File: config.mk
export PLATFORM = sky130hd
export DESIGN_NAME = lpmr_alu
export DESIGN_NICKNAME = d
export VERILOG_FILES = /design/src/sv/lpmr_pkg.sv /design/src/sv/lpmr_alu.sv
export SDC_FILE = /design/constraint.sdc
export NUM_CORES = 1
export LEC_CHECK = 0
export ABC_AREA = 1
export BUFFER_PORTS_ARGS = -buffer_cell sky130_fd_sc_hd__buf_4
export CAP_MARGIN = 25
export CORE_MARGIN = 3
export CORE_UTILIZATION = 54
export DETAILED_ROUTE_END_ITERATION = 6
export PLACE_DENSITY = 0.93
export SLEW_MARGIN = 0
export SYNTH_ARGS = -nofsm -noshare
export SYNTH_HDL_FRONTEND = slang
export SYNTH_SLANG_ARGS = --single-unit
File: constraint.sdc
create_clock -name vclk -period 3
set_clock_uncertainty 0.1 [all_clocks]
set_input_delay 0.3 -clock vclk [all_inputs]
set_output_delay 0.3 -clock vclk [all_outputs]
set_load 0.01 [all_outputs]
File: src/sv/lpmr_pkg.sv
package lpmr_pkg;

   localparam int DEF_BUFFER_BYTES = 4096;
   localparam int DEF_HEADER_BYTES = 4;

   localparam int LEN_W  = 16;
   localparam int DATA_W = 8;
   localparam int CNT_W  = 14;
   localparam int STAT_W = 2;
   localparam int OP_W   = 2;
   // wide enough for a pointer plus a header plus a full length, with a sign bit
   localparam int ALU_W  = LEN_W + 3;

   localparam logic [OP_W-1:0] OP_PUSH_BEGIN = 2'd0;
   localparam logic [OP_W-1:0] OP_PUSH_DATA  = 2'd1;
   localparam logic [OP_W-1:0] OP_POP_BYTE   = 2'd2;

   localparam logic [STAT_W-1:0] STAT_OK       = 2'd0;
   localparam logic [STAT_W-1:0] STAT_REJECTED = 2'd1;
   localparam logic [STAT_W-1:0] STAT_EMPTY    = 2'd2;
   localparam logic [STAT_W-1:0] STAT_IGNORED  = 2'd3;

   typedef struct packed {
      logic [OP_W-1:0]   op;
      logic [LEN_W-1:0]  msg_len;
      logic [DATA_W-1:0] data_in;
   } req_type;

   typedef struct packed {
      logic [STAT_W-1:0] status;
      logic [DATA_W-1:0] data_out;
      logic              last;
      logic [LEN_W-1:0]  used_bytes;
      logic [CNT_W-1:0]  msg_count;
   } rsp_type;

   typedef struct packed {
      logic [ALU_W-1:0] a;
      logic [ALU_W-1:0] b;
      logic             sub;
   } alu_cmd_type;

endpackage

File: src/sv/lpmr_alu.sv
module lpmr_alu (
   input  lpmr_pkg::alu_cmd_type           cmd,
   output logic [lpmr_pkg::ALU_W-1:0]      res
);

   logic [lpmr_pkg::ALU_W-1:0] b_eff;

   // subtract as add of the complement with carry in
   assign b_eff = cmd.sub ? ~cmd.b : cmd.b;
   assign res   = cmd.a + b_eff + lpmr_pkg::ALU_W'(cmd.sub);

endmodule

==> metrics.yaml, run 1 <==
global_routing:
  antenna_found_initial: 0
  grt_pass1_vias: 1197
  grt_usage_pct: 21.8
  grt_max_degree: 20
  overflow: 0
  grt_pass1_wl_um: 5010
power:
  power_density_nw_per_um2: 316
  ir_drop_uv: 226
  combPwrFrac_pct: 100.0
  seqPwrFrac_pct: 0
  clkPwrFrac_pct: 0
  p_sw_w: 0.000288
  p_int_w: 0.000247
  p_leak_nw: 1.02
  switching_share_pct: 53.9
  p_total_w: 0.000535
floorplan:
  fp-row-count: 16
  core_area_um2: 2060
  initial_core_util_pct: 60.4
  die_x_um: 54.0
  ios: 58
  fp.dieArea_um2: 2920
  die_h_um: 54.0
worst_setup_path:
  end_kind: "primary output"
  required_ns: 2.60
  startpoint_type: "input port"
  critical_path_class: "in -> out"
  startpoint: "cmd[0]"
  cp_data_arrival_time_ns: 2.06
  worstSetupEndpoint: "res[13]"
  critPathMaxFanout: 19
synth:
  synth_top_cell_by_area: "nand2_1"
  synthTopCellsByArea: "nand2_1 22%, xor2_1 18%, ha_1 17%, inv_1 8.7%, a21oi_1 6.8%"
  syn_area_um2: 1240
  yosys_warnings: 0
  synth_fp_nets: 276
  ys_types: 18
  yosys.area.top_type_share_pct: 22.3
  ys_seq_area_share_pct: 0
  synth_cells: 219
  syn_avg_cell_area_um2: 5.68
layout:
  flops_and_latches: 0
  nFillCells: 164
  design_area_um2: 1700
  drive_above_1_share_pct: 25.8
  nets: 334
  fin_util_pct: 82.2
  clock_buffers: 0
  seq_area_um2: 0
  layout_common_cells: "74 x nand2_1, 58 x buf_4, 29 x inv_1"
  final_common_cell: "nand2_1"
  synthToLayoutAreaGrowth_pct: 36.2
  antenna_cells: 0
clock_tree:
  cts-hold-fix-buffers: 0
  post_cts_buffers: 0
  cts_resized: 0
worst_hold_path:
  min-delay-start: "cmd[20]"
  hp-class: "in -> out"
job:
  maxCapViolations: 0
sta:
  timing_hold_violations_final: 0
  max_freq_mhz: 407
  setup_viol: 0
  hold_ws_ns: 0.782
  worstMarginPinSlew_ns: 0.322
  slew-limit-headroom_pct: 78.5
  grt_setup_unrepaired: "no"
  period_share_pct: 81.9
  finalSetupTns_ns: 0
  min_period_ns: 2.46
  maxSlewViolCount: 0
detailed_routing:
  routed_wirelength_um: 3230
  wl_met3_um: 177
  vias_per_cell: 4.89
  via_count: 1477
  dr.max_layer_used: "met3"
  wl_met2_um: 1500
  detail-route-antenna-nets: 0
  drc: 0
  first_pass_iters: 4
  wl_per_cell_um: 10.7
  dr.first_iter.drc_count: 56
  wl_met1_um: 1550
status:
  status: "complete, no violations"
placed_design:
  dpl.hpwl_um: 2880
  gp_congestion: 0.893
  portBuffers: 58
  dpl-instance-area_um2: 1700
[cell usage after synthesis, drive strengths merged]
library cell and count:
xor2 26, nor2 18, inv 29, ha 17, nand3 15, o21ai 5, xnor2 3, fa 1
nor3 2, buf 2, a21oi 17, and2 2, nand2 82
[stage by stage]
step                setup slack (ns)  cells
finish                         0.543    302
global route                   0.391    302
CTS                            0.547    302
detailed placement             0.550    302
global placement               0.569    302
floorplan                      0.793    219
[cells by family (layout without fill, tap and decap cells)]
| logic type | count (synthesis) | in the layout | share of synthesized area [%] |
|---|---|---|---|
| AO/OA/AOI/OAI | 22 | 22 | 8.84 |
| XOR/XNOR | 29 | 29 | 20.4 |
| adder cells (fa/ha/maj) | 18 | 18 | 18.7 |
| buffers and inverters | 31 | 87 | 10.3 |
| AND/OR/NAND/NOR | 119 | 119 | 41.8 |
[final cells by class]
| cell class | count | area, um^2 | area share (%) |
|---|---|---|---|
| multi-input cells | 188 | 1120 | 65.9 |
| repair buffers | 58 | 435 | 25.7 |
| inverters | 29 | 109 | 6.42 |
| well taps | 27 | 33.8 | 1.99 |
[metal layers]
layer  vias up  global-route usage [%]
li1        801                       -
met1       627                    32.7
met2        49                    36.7
met3         0                       0
met4         0                       0
met5         -                       0
[power groups by stage]
stage          sequential [W]  clock, W  combinational [W]
3_5_place_dp                0         0           0.000534
3_3_place_gp                0         0           0.000525
2_1_floorplan               0         0           0.000329
6_report                    0         0           0.000535
4_1_cts                     0         0           0.000536
5_1_grt                     0         0           0.000594
[critical path, cell delays in order]
cell     delay (ns)
buf_4          0.29
xor2_1         0.19
ha_1           0.31
a21oi_1        0.26
nand2_1        0.12
nand2_1        0.08
nand3_2        0.10
nand2_1        0.11
nand2_1        0.06
nand2_1        0.06
nand2_1        0.05
buf_4          0.13
[how the worst min path moves through the flow]
stage | slack [ns] | cells past startpoint | end
2_1_floorplan | 0.58 | 1 | res[0]
3_3_place_gp | 0.78 | 3 | res[0]
3_5_place_dp | 0.78 | 3 | res[0]
4_1_cts | 0.78 | 3 | res[0]
5_1_grt | 0.81 | 3 | res[0]
6_report | 0.78 | 3 | res[0]
No activity file was read; power rests on OpenSTA's default activity.
==> run 2: changes to the inputs <==
--- a/config.mk
+++ b/config.mk
@@ -5,13 +5,13 @@
 export SDC_FILE = /design/constraint.sdc
 export NUM_CORES = 1
 export LEC_CHECK = 0
-export ABC_AREA = 1
+export ABC_AREA = 0
 export BUFFER_PORTS_ARGS = -buffer_cell sky130_fd_sc_hd__buf_4
 export CAP_MARGIN = 25
 export CORE_MARGIN = 3
-export CORE_UTILIZATION = 54
+export CORE_UTILIZATION = 44
 export DETAILED_ROUTE_END_ITERATION = 6
-export PLACE_DENSITY = 0.93
+export PLACE_DENSITY = 0.84
 export SLEW_MARGIN = 0
 export SYNTH_ARGS = -nofsm -noshare
 export SYNTH_HDL_FRONTEND = slang
==> constraint.sdc (replaced) <==
create_clock -name vclk -period 2
set_clock_uncertainty 0.1 [all_clocks]
set_input_delay 0.2 -clock vclk [all_inputs]
set_output_delay 0.2 -clock vclk [all_outputs]
set_load 0.01 [all_outputs]
==> run 2 against run 1 <==
The run now fails in clock tree synthesis. Synthesized area fell by 12%. Synthesized cell count fell by 32%.
==> metrics.yaml, run 2 <==
status:
  status: "aborted with a tool error"
  stop_stage: "clock tree synthesis"
  tool.error: "[ERROR DPL-0038] Utilization greater than 100%, impossible to legalize"
synth:
  synthTopCellsByArea: "ha_1 19%, xor2_1 19%, xnor2_1 8.0%, a21oi_1 7.8%, nand2_1 5.5%"
  syn_area_um2: 1100  # -12%
  synth_fp_nets: 207  # -25%
  ys_types: 37  # +19
  synth_cells: 150  # -32%
  synth_common_cells: "24 x xor2_1, 17 x a21oi_1, 17 x ha_1"
  ys_seq_area_share_pct: 0  # unchanged
  syn_avg_cell_area_um2: 7.32  # +29%
  synth_most_common_cell: "xor2_1"
  synth_top_cell_by_area: "ha_1"
  yosys_warnings: 0  # unchanged
  yosys.area.top_type_share_pct: 19.4  # -2.9 points
clock_tree:
  cts_resized: 55  # +55
  post_cts_buffers: 16  # +16
  cts-hold-fix-buffers: 0  # unchanged
floorplan:
  ios: 58  # unchanged
  die_x_um: 55.9  # +3.6%
  die_h_um: 55.9  # +3.6%
  initial_core_util_pct: 47.8  # -13 points
  fp-row-count: 17  # +1
placed_design:
  gp_congestion: 0.865  # -3.1%
  portBuffers: 58  # unchanged
  dpl-instance-area_um2: 2090  # +23%
  dpl.hpwl_um: 3960  # +38%
  place_inst: 292  # -3.3%
[run 2: kinds of logic after synthesis]
| kind of cell | after synthesis | share of synthesized area [%] |
|---|---|---|
| AND/OR/NAND/NOR | 39 | 17.0 |
| multiplexers | 1 | 0.912 |
| adder cells (fa/ha/maj) | 18 | 21.2 |
| XOR/XNOR | 34 | 27.1 |
| buffers and inverters | 6 | 2.62 |
| AO/OA/AOI/OAI | 52 | 31.1 |
[run 2: metrics by stage]
step / hold slack (ns) / worst slack, ns
2_1_floorplan: 0.376 / -0.475
3_3_place_gp: 0.663 / -0.589
3_5_place_dp: 0.673 / -0.718
==> run 3: changes to the inputs <==
--- a/config.mk
+++ b/config.mk
@@ -8,10 +8,10 @@
 export ABC_AREA = 0
 export BUFFER_PORTS_ARGS = -buffer_cell sky130_fd_sc_hd__buf_4
 export CAP_MARGIN = 25
-export CORE_MARGIN = 3
-export CORE_UTILIZATION = 44
+export CORE_AREA = 3 3 64 66
 export DETAILED_ROUTE_END_ITERATION = 6
-export PLACE_DENSITY = 0.84
+export DIE_AREA = 0 0 67 69
+export PLACE_DENSITY_LB_ADDON = 0.15
 export SLEW_MARGIN = 0
 export SYNTH_ARGS = -nofsm -noshare
 export SYNTH_HDL_FRONTEND = slang
==> constraint.sdc (replaced) <==
create_clock -name vclk -period 2.6
set_clock_uncertainty 0.1 [all_clocks]
set_input_delay 0.26 -clock vclk [all_inputs]
set_output_delay 0.26 -clock vclk [all_outputs]
set_load 0.01 [all_outputs]
==> run 3 against run 2 <==
Synthesized cell count unchanged. The flow now finishes, with violations (negative setup slack). Synthesized area unchanged.
==> metrics.yaml, run 3 <==
status:
  status: "finished, violations left"
  failed_checks: "negative setup slack"
layout:
  final_common_cell: "buf_4"
  clock_buffers: 0
  synthToLayoutAreaGrowth_pct: 85.3
  drive_above_1_share_pct: 49.2
  design_area_um2: 2030
  nFillCells: 379
  layout_common_cells: "96 x buf_4, 24 x xor2_1, 16 x ha_1"
  multi_input_area_um2: 1160
  nets: 307
  seq_area_um2: 0
  flops_and_latches: 0
  antenna_cells: 0
global_routing:
  grt_pass1_vias: 1358
  grt_max_degree: 10
  grt_usage_pct: 15.0
  grt_pass1_wl_um: 5830
  overflow: 0
  antenna_found_initial: 0
sta:
  min_period_ns: 2.66
  maxSlewViolCount: 0
  slew-limit-headroom_pct: 82.8
  max_freq_mhz: 375
  finalWorstSetupSlack_ns: -0.0649
  grt_setup_unrepaired: "yes"
  worstMarginPinSlew_ns: 0.256
  timing_hold_violations_final: 0
  setup_viol: 1
  period_share_pct: 102
placed_design:
  dpl-instance-area_um2: 1890  # -9.6%
  gp_congestion: 0.848  # -2.0%
  dpl.hpwl_um: 3320  # -16%
  portBuffers: 58  # unchanged
synth:
  ys_types: 37  # unchanged
  ys_seq_area_share_pct: 0  # unchanged
  syn_avg_cell_area_um2: 7.32  # unchanged
  syn_area_um2: 1100  # unchanged
  synthTopCellsByArea: "ha_1 19%, xor2_1 19%, xnor2_1 8.0%, a21oi_1 7.8%, nand2_1 5.5%"
  synth_most_common_cell: "xor2_1"
  synth_fp_nets: 207  # unchanged
  yosys_warnings: 0  # unchanged
  yosys.area.top_type_share_pct: 19.4  # unchanged
  synth_common_cells: "24 x xor2_1, 17 x a21oi_1, 17 x ha_1"
  synth_cells: 150  # unchanged
  synth_top_cell_by_area: "ha_1"
floorplan:
  fp.dieArea_um2: 4620
  fp-row-count: 22  # +5
  die_h_um: 69  # +23%
  ios: 58  # unchanged
  core_area_um2: 3630
  initial_core_util_pct: 30.2  # -18 points
  die_x_um: 67  # +20%
worst_setup_path:
  end_kind: "primary output"
  startpoint_type: "input port"
  required_ns: 2.24
  crit_buf_inv: 3
  crit_slowest_cell: "ha_1"
  critPathMaxFanout: 6
  cp_data_arrival_time_ns: 2.30
  crit_chain: "buf_8 -> buf_4 -> xor2_1 -> ha_1 -> a21oi_2 -> o21ai_0 -> a311o_1 -> o32ai_2 -> xnor2_1 -> buf_4"
  critical_path_class: "in -> out"
  max_stage_delay_ns: 0.35
  cp_top_family: "compound AO/OA/AOI/OAI gates"
  crit_top_cell: "buf_4"
power:
  p_total_w: 0.000836
  power_density_nw_per_um2: 411
  p_leak_nw: 0.996
  ir_drop_uv: 157
worst_hold_path:
  hp-class: "in -> out"
detailed_routing:
  dr.first_iter.drc_count: 62
  vias_per_cell: 4.97
  routed_wirelength_um: 3760
  detail-route-antenna-nets: 0
  first_pass_iters: 4
  wl_per_cell_um: 12.7
  drc: 0
  via_count: 1472
job:
  maxCapViolations: 0
clock_tree:
  cts-hold-fix-buffers: 0  # unchanged
## run 3: cell counts after synthesis
No cell type changed its count.
## run 3: repair_timing
item,4_1_cts,5_1_grt
setup buffers,2,4
setup endpoints to repair,5,7
gates resized for setup,8,18
pin swaps,10,14
## run 3: final cells by class
class / instances / share of cell area [%]
inverter: 2 / 0.369
timing repair buffer: 102 / 39.4
tap: 48 / 2.95
multi-input combinational: 144 / 57.3
## run 3: final timing paths
check,cells past startpoint,slack (ns),startpoint,end
min,3,0.69,cmd[20],res[0]
max,10,-0.06,cmd[0],res[18]
## run 3: logic make-up (layout without fill, tap and decap cells)
kind of cell	count (synthesis)	in the layout	share of synthesized area (%)
buffers and inverters	6	104	2.62
AOI/OAI and AO/OA	52	52	31.1
and+or+nand+nor	39	39	17.0
muxes	1	1	0.912
xor gates and xnor gates	34	34	27.1
adders and majority gates	18	18	21.2
## run 3: power breakdown
group	leakage, nW	switching [W]	internal (W)	total [W]
registers	0	0	0	0
clock network	0	0	0	0
logic	0.996	0.000383	0.000453	0.000836
## run 3: metrics by stage
step	TNS [ns]	setup slack (ns)	hold WS, ns	util, %	instances
2_1_floorplan	0	0.00184	0.496	-	150
3_3_place_gp	-0.322	-0.133	0.698	52.0	290
3_5_place_dp	-0.496	-0.183	0.715	52.0	290
4_1_cts	-0.0821	-0.0778	0.696	53.2	292
5_1_grt	-0.342	-0.119	0.698	56.0	296
6_report	-0.0649	-0.0649	0.691	56.0	296
## run 3: routing by layer
metal	track usage [%]	vias to the layer above	wire length, um
li1	-	750	-
met1	22.1	685	1750
met2	25.8	37	1810
met3	0.163	0	201
met4	0	0	0
met5	0	-	0
==> run 4: changes to the inputs <==
--- a/config.mk
+++ b/config.mk
@@ -8,9 +8,9 @@
 export ABC_AREA = 0
 export BUFFER_PORTS_ARGS = -buffer_cell sky130_fd_sc_hd__buf_4
 export CAP_MARGIN = 25
-export CORE_AREA = 3 3 64 66
+export CORE_MARGIN = 3
+export CORE_UTILIZATION = 30
 export DETAILED_ROUTE_END_ITERATION = 6
-export DIE_AREA = 0 0 67 69
 export PLACE_DENSITY_LB_ADDON = 0.15
 export SLEW_MARGIN = 0
 export SYNTH_ARGS = -nofsm -noshare
==> constraint.sdc (replaced) <==
create_clock -name vclk -period 3.2
set_clock_uncertainty 0.1 [all_clocks]
set_input_delay 0.32 -clock vclk [all_inputs]
set_output_delay 0.32 -clock vclk [all_outputs]
set_load 0.01 [all_outputs]
==> run 4 against run 3 <==
The flow now finishes without violations. Sequential share of layout area unchanged. Total power shrank 37%. Global-route usage down 0.45 points. Via count is 13% lower. Critical path type unchanged. Routed wire length is 17% lower. First-iteration DRC count is 40% lower. Sequential cell count unchanged. Clock-buffer cell count did not move. Setup slack better by 0.18 ns. Non-clock buffer count decreased by 42. Highest routed layer unchanged. Die area is 4.4% lower.
==> metrics.yaml, run 4 (synthesized netlist as in run 3, its figures left out) <==
layout:
  synthToLayoutAreaGrowth_pct: 44.7
  nFillCells: 365  # -3.7%
  seq_area_um2: 0  # unchanged
  antenna_cells: 0  # unchanged
  layout_common_cells: "60 x buf_4, 24 x xor2_1, 17 x a21oi_1, 17 x ha_1, 16 x nand2_1"
  clock_buffers: 0  # unchanged
  final_common_cell: "buf_4"
  multi_input_area_um2: 1070  # -7.9%
  flops_and_latches: 0  # unchanged
  fin_util_pct: 46.1  # -9.8 points
  drive_above_1_share_pct: 31.1  # -18 points
  fin_cells: 252  # -15%
  nets: 265  # -14%
worst_hold_path:
  min-delay-start: "cmd[20]"
  hp-class: "in -> out"
placed_design:
  dpl.hpwl_um: 2710  # -18%
  place_inst: 252  # -13%
  place_ws_ns: 0.0479  # +0.230 ns
  portBuffers: 58  # unchanged
  gp_congestion: 0.814  # -4.0%
worst_setup_path:
  startpoint: "cmd[0]"
  critical_path_class: "in -> out"
  critPathMaxFanout: 19  # +13
  cp_data_arrival_time_ns: 2.67  # +0.37 ns
  required_ns: 2.78  # +0.54 ns
  startpoint_type: "input port"
  end_kind: "primary output"
global_routing:
  grt_pass1_wl_um: 5350  # -8.3%
  grt_pass1_vias: 1232  # -9.3%
  overflow: 0  # unchanged
  antenna_found_initial: 0  # unchanged
  grt_max_degree: 20  # +10
  grt_usage_pct: 14.6  # -0.45 points
power:
  power_density_nw_per_um2: 330  # -20%
  p_int_w: 0.000263  # -42%
  switching_share_pct: 49.8  # +4.0 points
  seqPwrFrac_pct: 0  # unchanged
  p_total_w: 0.000523  # -37%
  p_sw_w: 0.000261  # -32%
  p_leak_nw: 0.769  # -23%
  clkPwrFrac_pct: 0  # unchanged
  combPwrFrac_pct: 100.0  # about the same
  ir_drop_uv: 111  # -29%
sta:
  min_period_ns: 3.09
  timing_hold_violations_final: 0  # unchanged
  finalSetupTns_ns: 0  # +0.0649 ns
  grt_setup_unrepaired: "no"
  slew-limit-headroom_pct: 69.6  # -13 points
  maxSlewViolCount: 0  # unchanged
  finalWorstSetupSlack_ns: 0.110  # +0.175 ns
  max_freq_mhz: 324
  setup_viol: 0  # -1
  worstMarginPinSlew_ns: 0.453  # +0.197 ns
  period_share_pct: 96.6
floorplan:
  ios: 58  # unchanged
  core_area_um2: 3440  # -5.3%
  fp-row-count: 21  # -4.5%
  initial_core_util_pct: 31.9  # +1.7 points
  die_h_um: 66.5  # -3.7%
  fp.dieArea_um2: 4420  # -4.4%
  die_x_um: 66.5  # -0.78%
detailed_routing:
  drc: 0  # unchanged
  wl_per_cell_um: 12.4  # -2.7%
  vias_per_cell: 5.06  # +1.8%
  detail-route-antenna-nets: 0  # unchanged
  routed_wirelength_um: 3110  # -17%
  via_count: 1276  # -13%
  dr.first_iter.drc_count: 37  # -40%
  first_pass_iters: 4  # unchanged
job:
  maxCapViolations: 0  # unchanged
status:
  status: "complete, no violations"
clock_tree:
  cts-hold-fix-buffers: 0  # unchanged
[run 4: final timing paths]
check | cells past startpoint | end | slack [ns]
hold / removal | 3 | res[0] | 0.83
setup / recovery | 10 | res[16] | 0.11
[run 4: power by group through the flow]
stage / Sequential (W) / Clock, W / Combinational, W
3_3_place_gp: 0 / 0 / 0.000518
4_1_cts: 0 / 0 / 0.000528
6_report: 0 / 0 / 0.000523
5_1_grt: 0 / 0 / 0.000585
3_5_place_dp: 0 / 0 / 0.000524
2_1_floorplan: 0 / 0 / 0.000314
[run 4: cell type report]
type	count	area share, %
well taps	46	3.62
multi-input cells	144	67.5
inverters	2	0.473
repair buffers	60	28.4
[run 4: routing by layer]
layer / track usage (%) / up-vias / part of all wire [%]
met5: 0 / - / 0
met4: 0 / 0 / 0
met3: 2.19 / 0 / 7.9
met2: 25.3 / 41 / 47
met1: 20.1 / 573 / 45
li1: - / 662 / -
[run 4: worst max-delay path, cell delays in order]
cell and delay [ns]:
buf_4 0.21, mux2i_2 0.24, inv_1 0.08, fa_1 0.41, a21o_1 0.20, a221oi_2 0.33, o21ai_1 0.17, a2111oi_1 0.45
a311oi_1 0.09, buf_4 0.16
[run 4: timing repair]
action | CTS | global route
buffers inserted | 0 | 0
resized for setup | 0 | 1
endpoints found under the setup margin | 0 | 1
[run 4: per-stage QoR]
step	hold WS, ns	cell area (um^2)
3_3_place_gp	0.825	1580
2_1_floorplan	0.616	1100
5_1_grt	0.842	1590
3_5_place_dp	0.822	1580
6_report	0.832	1590
4_1_cts	0.822	1580
